$ cat src/hw/rtl/quoted_field_splitter_core_defines.svh
// assertion macros shared by the quoted field splitter rtl
// no dependencies; included by files that carry concurrent checks
`ifndef QUOTED_FIELD_SPLITTER_CORE_DEFINES_SVH
`define QUOTED_FIELD_SPLITTER_CORE_DEFINES_SVH

// same-cycle implication, disabled while reset is asserted
`define QFS_ASSERT_NOW(label, clk, rst_n, ante, cons) \
  label: assert property (@(posedge clk) disable iff (!rst_n) (ante) |-> (cons)) \
    else $error("qfs check failed");

// next-cycle implication, disabled while reset is asserted
`define QFS_ASSERT_NEXT(label, clk, rst_n, ante, cons) \
  label: assert property (@(posedge clk) disable iff (!rst_n) (ante) |=> (cons)) \
    else $error("qfs check failed");

`endif

$ cat src/hw/rtl/qfs_pkg.sv
// package for the quoted field splitter: constants, register indexes, queue entry type
// no dependencies; used by the core, front, queue and back rtl files of the block
package qfs_pkg;

  // fixed byte that is always literal after an escape
  localparam logic [7:0] DQUOTE_BYTE = 8'h22;

  // configuration register indexes and reset values
  localparam int unsigned CFG_IDX_W = 2;
  localparam logic [CFG_IDX_W-1:0] CFG_DELIMITER = 2'd0;
  localparam logic [CFG_IDX_W-1:0] CFG_QUOTE     = 2'd1;
  localparam logic [CFG_IDX_W-1:0] CFG_ESCAPE    = 2'd2;
  localparam logic [7:0] DELIMITER_RESET = 8'd44;
  localparam logic [7:0] QUOTE_RESET     = 8'd34;
  localparam logic [7:0] ESCAPE_RESET    = 8'd92;

  // input opcodes
  localparam logic OP_CHAR = 1'b0;
  localparam logic OP_EOS  = 1'b1;

  // queue between front and back
  localparam int unsigned QUEUE_DEPTH = 4;
  localparam int unsigned QPTR_W = $clog2(QUEUE_DEPTH);
  localparam int unsigned QCNT_W = $clog2(QUEUE_DEPTH + 1);

  // one classified item: optional leading escape result, then the final result
  typedef struct packed {
    logic       pair;
    logic [7:0] esc_byte;
    logic       has_char;
    logic [7:0] char_out;
    logic       field_end;
    logic       string_end;
  } qfs_entry_t;

endpackage

$ cat src/hw/rtl/qfs_in_if.sv
// input channel interface of the quoted field splitter
// depends on nothing; carries valid, ready and one input item
interface qfs_in_if;
  logic       valid;
  logic       ready;
  logic       opcode;
  logic [7:0] char_in;

  modport source (output valid, output opcode, output char_in, input ready);
  modport sink   (input valid, input opcode, input char_in, output ready);
endinterface

$ cat src/hw/rtl/qfs_out_if.sv
// result channel interface of the quoted field splitter
// depends on nothing; carries valid, ready and one result item
interface qfs_out_if;
  logic       valid;
  logic       ready;
  logic       has_char;
  logic [7:0] char_out;
  logic       field_end;
  logic       string_end;
  logic       last;

  modport source (output valid, output has_char, output char_out, output field_end,
                  output string_end, output last, input ready);
  modport sink   (input valid, input has_char, input char_out, input field_end,
                  input string_end, input last, output ready);
endinterface

$ cat src/hw/rtl/quoted_field_splitter_core.sv
// Quoted field splitter: takes one byte or end-of-string item per cycle and turns it into
// zero, one or two field results. Input is accepted every cycle while the 4-entry queue
// between the classifying front end and the output back end has room; a result passes
// through the queue and then the output register before it appears on out_if. The output
// register delivers one result per cycle while out_if is ready; an escaped ordinary byte
// inside quotes yields two results, and the queue absorbs that until it fills. Configuration
// writes on cfg_* take effect on the next item and should only be made while idle.
// top level; depends on qfs_pkg, qfs_in_if, qfs_out_if, qfs_front, qfs_queue, qfs_back
module quoted_field_splitter_core
  import qfs_pkg::*;
(
  input  logic                 clk,
  input  logic                 rst_n,
  qfs_in_if.sink               in_if,
  qfs_out_if.source            out_if,
  input  logic                 cfg_we,
  input  logic [CFG_IDX_W-1:0] cfg_addr,
  input  logic [7:0]           cfg_wdata
);

  qfs_entry_t push_entry, head_entry;
  logic       push, pop, full, empty;

  // classification
  qfs_front u_front (
    .clk       (clk),
    .rst_n     (rst_n),
    .in_if     (in_if),
    .cfg_we    (cfg_we),
    .cfg_addr  (cfg_addr),
    .cfg_wdata (cfg_wdata),
    .full_i    (full),
    .push_o    (push),
    .entry_o   (push_entry)
  );

  // decoupling queue
  qfs_queue u_queue (
    .clk     (clk),
    .rst_n   (rst_n),
    .push_i  (push),
    .entry_i (push_entry),
    .pop_i   (pop),
    .entry_o (head_entry),
    .full_o  (full),
    .empty_o (empty)
  );

  // result delivery
  qfs_back u_back (
    .clk     (clk),
    .rst_n   (rst_n),
    .entry_i (head_entry),
    .empty_i (empty),
    .pop_o   (pop),
    .out_if  (out_if)
  );

endmodule

$ cat src/hw/rtl/qfs_front.sv
// front end: config registers, parse state, classification of each input item
// depends on qfs_pkg and qfs_in_if; pushes classified entries into qfs_queue
module qfs_front
  import qfs_pkg::*;
(
  input  logic                 clk,
  input  logic                 rst_n,
  qfs_in_if.sink               in_if,
  input  logic                 cfg_we,
  input  logic [CFG_IDX_W-1:0] cfg_addr,
  input  logic [7:0]           cfg_wdata,
  input  logic                 full_i,
  output logic                 push_o,
  output qfs_entry_t           entry_o
);

  logic [7:0] delimiter_r, quote_r, escape_r;
  logic       in_quotes_r, esc_pend_r, field_has_r;
  logic       in_quotes_nxt, esc_pend_nxt, field_has_nxt;
  logic       push_item;
  logic       accept;
  logic [7:0] c;

  assign in_if.ready = !full_i;
  assign accept      = in_if.valid && in_if.ready;
  assign c           = in_if.char_in;
  assign push_o      = accept && push_item;

  // configuration registers
  always_ff @(posedge clk) begin
    if (!rst_n) begin
      delimiter_r <= DELIMITER_RESET;
      quote_r     <= QUOTE_RESET;
      escape_r    <= ESCAPE_RESET;
    end else if (cfg_we) begin
      unique case (cfg_addr)
        CFG_DELIMITER: delimiter_r <= cfg_wdata;
        CFG_QUOTE:     quote_r     <= cfg_wdata;
        CFG_ESCAPE:    escape_r    <= cfg_wdata;
        default: ;
      endcase
    end
  end

  // classification, rules in priority order
  always_comb begin
    in_quotes_nxt       = in_quotes_r;
    esc_pend_nxt        = esc_pend_r;
    field_has_nxt       = field_has_r;
    push_item           = 1'b1;
    entry_o.pair        = 1'b0;
    entry_o.esc_byte    = escape_r;
    entry_o.has_char    = 1'b1;
    entry_o.char_out    = c;
    entry_o.field_end   = 1'b0;
    entry_o.string_end  = 1'b0;
    if (in_if.opcode == OP_EOS) begin
      // flush pending escape, close non-empty field, clear state
      entry_o.has_char   = esc_pend_r;
      entry_o.char_out   = esc_pend_r ? escape_r : 8'd0;
      entry_o.field_end  = field_has_r || esc_pend_r;
      entry_o.string_end = 1'b1;
      in_quotes_nxt      = 1'b0;
      esc_pend_nxt       = 1'b0;
      field_has_nxt      = 1'b0;
    end else if (esc_pend_r) begin
      esc_pend_nxt  = 1'b0;
      field_has_nxt = 1'b1;
      if (c != DQUOTE_BYTE && c != escape_r && in_quotes_r) begin
        entry_o.pair = 1'b1;
      end
    end else if (c == escape_r) begin
      esc_pend_nxt = 1'b1;
      push_item    = 1'b0;
    end else if (c == delimiter_r) begin
      if (in_quotes_r) begin
        field_has_nxt = 1'b1;
      end else begin
        field_has_nxt     = 1'b0;
        entry_o.has_char  = 1'b0;
        entry_o.char_out  = 8'd0;
        entry_o.field_end = 1'b1;
      end
    end else if (c == quote_r) begin
      in_quotes_nxt = !in_quotes_r;
      push_item     = 1'b0;
    end else begin
      field_has_nxt = 1'b1;
    end
  end

  // parse state
  always_ff @(posedge clk) begin
    if (!rst_n) begin
      in_quotes_r <= 1'b0;
      esc_pend_r  <= 1'b0;
      field_has_r <= 1'b0;
    end else if (accept) begin
      in_quotes_r <= in_quotes_nxt;
      esc_pend_r  <= esc_pend_nxt;
      field_has_r <= field_has_nxt;
    end
  end

endmodule

$ cat src/hw/rtl/qfs_queue.sv
// short queue of classified entries between front and back
// depends on qfs_pkg and the assertion macro header
`include "quoted_field_splitter_core_defines.svh"
module qfs_queue
  import qfs_pkg::*;
(
  input  logic       clk,
  input  logic       rst_n,
  input  logic       push_i,
  input  qfs_entry_t entry_i,
  input  logic       pop_i,
  output qfs_entry_t entry_o,
  output logic       full_o,
  output logic       empty_o
);

  qfs_entry_t        slots [QUEUE_DEPTH];
  logic [QPTR_W-1:0] wr_ptr_r, rd_ptr_r;
  logic [QCNT_W-1:0] count_r;

  assign full_o  = (count_r == QCNT_W'(QUEUE_DEPTH));
  assign empty_o = (count_r == '0);
  assign entry_o = slots[rd_ptr_r];

  // entry storage
  always_ff @(posedge clk) begin
    if (push_i) begin
      slots[wr_ptr_r] <= entry_i;
    end
  end

  // pointers and fill count
  always_ff @(posedge clk) begin
    if (!rst_n) begin
      wr_ptr_r <= '0;
      rd_ptr_r <= '0;
      count_r  <= '0;
    end else begin
      if (push_i) begin
        wr_ptr_r <= (wr_ptr_r == QPTR_W'(QUEUE_DEPTH - 1)) ? '0 : wr_ptr_r + 1'b1;
      end
      if (pop_i) begin
        rd_ptr_r <= (rd_ptr_r == QPTR_W'(QUEUE_DEPTH - 1)) ? '0 : rd_ptr_r + 1'b1;
      end
      if (push_i && !pop_i) begin
        count_r <= count_r + 1'b1;
      end else if (pop_i && !push_i) begin
        count_r <= count_r - 1'b1;
      end
    end
  end

  `QFS_ASSERT_NOW(a_no_overflow, clk, rst_n, push_i, !full_o)
  `QFS_ASSERT_NOW(a_no_underflow, clk, rst_n, pop_i, !empty_o)
  `QFS_ASSERT_NEXT(a_count_holds, clk, rst_n, !push_i && !pop_i, $stable(count_r))

endmodule

$ cat src/hw/rtl/qfs_back.sv
// back end: expands queue entries into one or two results behind an output register
// depends on qfs_pkg, qfs_out_if and the assertion macro header
`include "quoted_field_splitter_core_defines.svh"
module qfs_back
  import qfs_pkg::*;
(
  input  logic       clk,
  input  logic       rst_n,
  input  qfs_entry_t entry_i,
  input  logic       empty_i,
  output logic       pop_o,
  qfs_out_if.source  out_if
);

  logic       out_valid_r;
  logic       pend_r;
  logic       out_has_char_r, out_field_end_r, out_string_end_r, out_last_r;
  logic [7:0] out_char_r;
  logic       pend_has_char_r, pend_field_end_r, pend_string_end_r;
  logic [7:0] pend_char_r;
  logic       load;

  assign load  = !out_valid_r || out_if.ready;
  assign pop_o = load && !pend_r && !empty_i;

  assign out_if.valid      = out_valid_r;
  assign out_if.has_char   = out_has_char_r;
  assign out_if.char_out   = out_char_r;
  assign out_if.field_end  = out_field_end_r;
  assign out_if.string_end = out_string_end_r;
  assign out_if.last       = out_last_r;

  // output valid and second-result flag
  always_ff @(posedge clk) begin
    if (!rst_n) begin
      out_valid_r <= 1'b0;
      pend_r      <= 1'b0;
    end else if (load) begin
      if (pend_r) begin
        out_valid_r <= 1'b1;
        pend_r      <= 1'b0;
      end else begin
        out_valid_r <= !empty_i;
        pend_r      <= !empty_i && entry_i.pair;
      end
    end
  end

  // output and pending payload
  always_ff @(posedge clk) begin
    if (load) begin
      if (pend_r) begin
        out_has_char_r   <= pend_has_char_r;
        out_char_r       <= pend_char_r;
        out_field_end_r  <= pend_field_end_r;
        out_string_end_r <= pend_string_end_r;
        out_last_r       <= 1'b1;
      end else if (entry_i.pair) begin
        // escape byte goes first, the byte itself waits
        out_has_char_r    <= 1'b1;
        out_char_r        <= entry_i.esc_byte;
        out_field_end_r   <= 1'b0;
        out_string_end_r  <= 1'b0;
        out_last_r        <= 1'b0;
        pend_has_char_r   <= entry_i.has_char;
        pend_char_r       <= entry_i.char_out;
        pend_field_end_r  <= entry_i.field_end;
        pend_string_end_r <= entry_i.string_end;
      end else begin
        out_has_char_r   <= entry_i.has_char;
        out_char_r       <= entry_i.char_out;
        out_field_end_r  <= entry_i.field_end;
        out_string_end_r <= entry_i.string_end;
        out_last_r       <= 1'b1;
      end
    end
  end

  `QFS_ASSERT_NOW(a_pend_needs_out, clk, rst_n, pend_r, out_valid_r && !out_last_r)
  `QFS_ASSERT_NEXT(a_second_follows, clk, rst_n, pend_r && out_if.ready,
                   out_valid_r && out_last_r)

endmodule

$ cat src/flat_wrapper.sv
// flat-port wrapper written by rule: the top's interface ports become plain ports
module quoted_field_splitter_core_flat import qfs_pkg::*;
  (clk, rst_n, cfg_we, cfg_addr, cfg_wdata, in_if_valid, in_if_opcode, in_if_char_in, in_if_ready, out_if_valid, out_if_has_char, out_if_char_out, out_if_field_end, out_if_string_end, out_if_last, out_if_ready);
  qfs_in_if in_if_i ();
  qfs_out_if out_if_i ();
  input  logic clk;
  input  logic rst_n;
  input  logic cfg_we;
  input  logic [CFG_IDX_W-1:0] cfg_addr;
  input  logic [7:0] cfg_wdata;
  input wire logic [$bits(in_if_i.valid)-1:0] in_if_valid;
  input wire logic [$bits(in_if_i.opcode)-1:0] in_if_opcode;
  input wire logic [$bits(in_if_i.char_in)-1:0] in_if_char_in;
  output wire logic [$bits(in_if_i.ready)-1:0] in_if_ready;
  output wire logic [$bits(out_if_i.valid)-1:0] out_if_valid;
  output wire logic [$bits(out_if_i.has_char)-1:0] out_if_has_char;
  output wire logic [$bits(out_if_i.char_out)-1:0] out_if_char_out;
  output wire logic [$bits(out_if_i.field_end)-1:0] out_if_field_end;
  output wire logic [$bits(out_if_i.string_end)-1:0] out_if_string_end;
  output wire logic [$bits(out_if_i.last)-1:0] out_if_last;
  input wire logic [$bits(out_if_i.ready)-1:0] out_if_ready;
  assign in_if_i.valid = in_if_valid;
  assign in_if_i.opcode = in_if_opcode;
  assign in_if_i.char_in = in_if_char_in;
  assign in_if_ready = in_if_i.ready;
  assign out_if_valid = out_if_i.valid;
  assign out_if_has_char = out_if_i.has_char;
  assign out_if_char_out = out_if_i.char_out;
  assign out_if_field_end = out_if_i.field_end;
  assign out_if_string_end = out_if_i.string_end;
  assign out_if_last = out_if_i.last;
  assign out_if_i.ready = out_if_ready;
  quoted_field_splitter_core u_core (.clk(clk), .rst_n(rst_n), .in_if(in_if_i), .out_if(out_if_i), .cfg_we(cfg_we), .cfg_addr(cfg_addr), .cfg_wdata(cfg_wdata));
endmodule
$ cat config.mk
export PLATFORM = sky130hd
export DESIGN_NAME = quoted_field_splitter_core_flat
export DESIGN_NICKNAME = d
export VERILOG_FILES = /design/src/hw/rtl/qfs_pkg.sv /design/src/hw/rtl/qfs_in_if.sv /design/src/hw/rtl/qfs_out_if.sv /design/src/hw/rtl/quoted_field_splitter_core.sv /design/src/hw/rtl/qfs_front.sv /design/src/hw/rtl/qfs_queue.sv /design/src/hw/rtl/qfs_back.sv /design/src/flat_wrapper.sv
export VERILOG_INCLUDE_DIRS = /design/src /design/src/hw/rtl
export SDC_FILE = /design/constraint.sdc
export NUM_CORES = 1
export LEC_CHECK = 0
export BUFFER_PORTS_ARGS = -buffer_cell sky130_fd_sc_hd__buf_2
export CAP_MARGIN = 20
export CORE_UTILIZATION = 54
export CTS_CLUSTER_DIAMETER = 80
export DETAILED_ROUTE_END_ITERATION = 10
export HOLD_SLACK_MARGIN = 0.06
export PLACE_DENSITY = 0.75
export SYNTH_ARGS = -nofsm -noshare
export SYNTH_HDL_FRONTEND = slang
export SYNTH_SLANG_ARGS = --single-unit
$ cat constraint.sdc
create_clock -name clk -period 2.8 [get_ports clk]
set_clock_uncertainty 0.05 [all_clocks]
set_input_delay 0.14 -clock clk [delete_from_list [all_inputs] [get_ports clk]]
set_output_delay 0.14 -clock clk [all_outputs]
set_load 0.01 [all_outputs]
==> results.tsv <==
metric	value	unit
core	10400	um^2
clk_pin_slew	0.06	ns
cts_max_path_buffers	2	
synth-edff-count	103	
drive_gt1_share	22.6	%
design_area	7040	um^2
synthTopCellsByCount	103 x edfxtp_1, 38 x dfxtp_1, 38 x mux2i_1, 29 x o21ai_0, 28 x nand2_1	
syn_nets	423	
synthMostInstantiatedCell	edfxtp_1	
die-width	106	um
crit_chain	xor2_1, nor4_2, a211oi_2, o31ai_4, ha_2, inv_1, fa_2, xor2_1, or3_1, a21boi_1	
ant_nets	0	
hpwl	6520	um
start_util	56.4	%
syn_avg_cell_area	15.0	um^2
first_pass_iters	4	
drt_iter0_markers	109	
cp_top_family	simple AND/OR/NAND/NOR gates	
grt_usage	20.7	%
grt-ovfl-total	0	
power_leakage	2.51	nW
dieArea	11300	um^2
cts.sinks	141	
finalHoldViolCount	0	
placed_cell_area	6240	um^2
cap_violations	0	
gp_congestion	0.784	
synth_top_area_cell	edfxtp_1	
post-route-period-util	96.3	%
syn2layout_area_growth	19.9	%
antenna_found_initial	0	
final-setup-viol-count	0	
synth.distinct_cells	37	
viasPerCell	5.48	
path_buf_inv	1	
cts-root-buf	clkbuf_8	
antenna_cells	0	
finalCriticalPeriod	2.70	ns
numCtsBuffers	17	
ys_ff_latch	141	
grt_max_degree	41	
async_flop_share	0	%
seqCellArea	3850	um^2
syn_area	5870	um^2
tightestPinTransition	0.642	ns
vias	3340	
worstSetupEndpointType	flip-flop	
fp-row-count	37	
cp_common_cell	xor2_1	
powerDensity	941	nW/um^2
path_class	flip-flop to flip-flop	
drt-total-wl	10600	um
clock.fmax	371	MHz
critPathMaxStageDelay	0.39	ns
ios	38	
die_height	106	um
wire_per_inst	17.3	um
yosysWarnings	0	
final_util	67.6	%
numPortBuffers	37	
ys_top_cells_by_area	edfxtp_1 53%, dfxtp_1 13%, mux4_2 7.7%, mux2i_1 6.5%, xnor2_1 2.5%	
critPathArrivalTime	3.09	ns
grt_pass1_wl	17100	um
nFillCells	730	
grt_pass1_vias	3477	
report.final.slew_viol_count	0	
max_slew_margin	56.7	%
ir_drop	0.476	mV
worstPathMaxFanout	2	
final_nets	492	
cts_htree_levels	4	
cp-start-kind	flip-flop	
cts_tree	built	
hp-class	input pin to flip-flop	
critPathRequiredTime	3.19	ns
clk_latency	0.52	ns
slowest_stage	nor4_2	
drc	0	
synth_top_area_share	52.7	%
ys_seq_area_share	65.6	%
status	finished clean	
synth_flop_cell	edfxtp_1	
multi_input_comb_area	1930	um^2
postSynthCellCount	392	
==> registers in the layout, indices dropped and copies added, names as in the netlist, 2 cells and up, named ones only <==
| register | cells |
|---|---|
| u_core.u_front.escape_r | 8 |
| u_core.u_queue.slots | 80 |
| u_core.u_front.quote_r | 8 |
| u_core.u_back.out_if.char_out | 8 |
| u_core.u_queue.rd_ptr_r | 2 |
| u_core.u_front.delimiter_r | 8 |
| u_core.u_back.pend_char_r | 8 |
| u_core.u_queue.wr_ptr_r | 2 |
| u_core.u_queue.count_r | 3 |
==> layout make-up <==
class                      instances  area share [%]
clock buffer                      19            5.99
clock inverter                    13            2.45
inverter                           6           0.320
multi-input combinational        225            27.3
sequential                       141            54.7
tap                              136            2.42
timing repair buffer              70            6.79
==> layer usage <==
| metal | GRT usage, % | vias to the layer above | wire length [um] |
|---|---|---|---|
| li1 | - | 1611 | - |
| met3 | 5.64 | 12 | 479 |
| met2 | 34.2 | 79 | 5330 |
| met1 | 26.1 | 1638 | 4620 |
| met5 | 0 | - | 0 |
| met4 | 7.84 | 0 | 131 |
==> cell families after synthesis <==
group           after synthesis  synth area share [%]
compound gates               41                  4.26
xor+xnor                     26                  3.88
fa+ha+maj                     7                  1.62
buf+inv                      26                  1.77
flops                       141                  65.6
mux                          58                  14.1
simple gates                 93                  8.71
==> cell usage in the layout, fill, tap and decap left out, types with 2 or more instances in the layout <==
cell	count
nor4b_1	2
a22oi_1	2
nor3_1	4
xor2_1	9
bufinv_16	4
clkinv_2	2
or3b_2	2
nand3_1	9
a21oi_1	2
and2_1	6
buf_2	37
o21ai_0	29
buf_4	15
nor4_2	2
dfxtp_1	38
nor2b_1	21
mux2i_1	38
dlygate4sd3_1	18
edfxtp_1	103
nand4_1	4
nand2_1	28
nor2_1	5
inv_1	6
nand3b_1	3
ha_1	5
clkinv_1	3
clkbuf_1	2
clkbuf_16	16
clkinvlp_4	3
nand2b_1	4
nor3b_1	2
xnor2_1	17
mux4_2	20
==> through the flow <==
step / setup slack (ns) / hold slack [ns] / total power, W / TNS [ns] / instances
after floorplan: 0.0759 / 0.189 / 0.00396 / 0 / 392
after global placement: 0.0977 / 0.349 / 0.00432 / 0 / 557
after detailed placement: 0.0250 / 0.353 / 0.00439 / 0 / 557
after CTS: 0.0322 / 0.0811 / 0.00668 / 0 / 608
after global routing: -0.0122 / 0.131 / 0.00693 / -0.0122 / 610
final: 0.104 / 0.100 / 0.00663 / 0 / 610
==> worst register-to-register path, stage by stage (launching register included) <==
cell      delay (ns)
dfxtp_1         0.32
xor2_1          0.17
nor4_2          0.39
a211oi_2        0.17
o31ai_4         0.26
ha_2            0.21
inv_1           0.06
fa_2            0.39
xor2_1          0.15
or3_1           0.31
a21boi_1        0.13
==> path summary, 6_finish.rpt <==
check,slack (ns),start,depth (start not counted),to
max,0.10,u_core.u_front.delimiter_r[2],10,u_core.u_queue.count_r[2]
min,0.10,cfg_addr[0],5,u_core.u_front.delimiter_r[3]
min reg2reg,0.42,u_core.u_front.field_has_r,2,u_core.u_front.field_has_r
max reg2reg,0.10,u_core.u_front.delimiter_r[2],10,u_core.u_queue.count_r[2]
==> what timing repair did <==
item / 4_1_cts / 5_1_grt
buffers inserted: 1 / 2
resized for setup: 2 / 2
setup endpoints to repair: 1 / 1
hold buffers: 18 / 0
pin swaps: 4 / 6
endpoints found under the hold margin: 31 / 0
==> power by group <==
part	switching [W]	internal, W
sequential	0.000133	0.00276
clock	0.000808	0.00143
combinational	0.000811	0.000683
total	0.00175	0.00487
No activity file was read; power rests on OpenSTA's default activity.
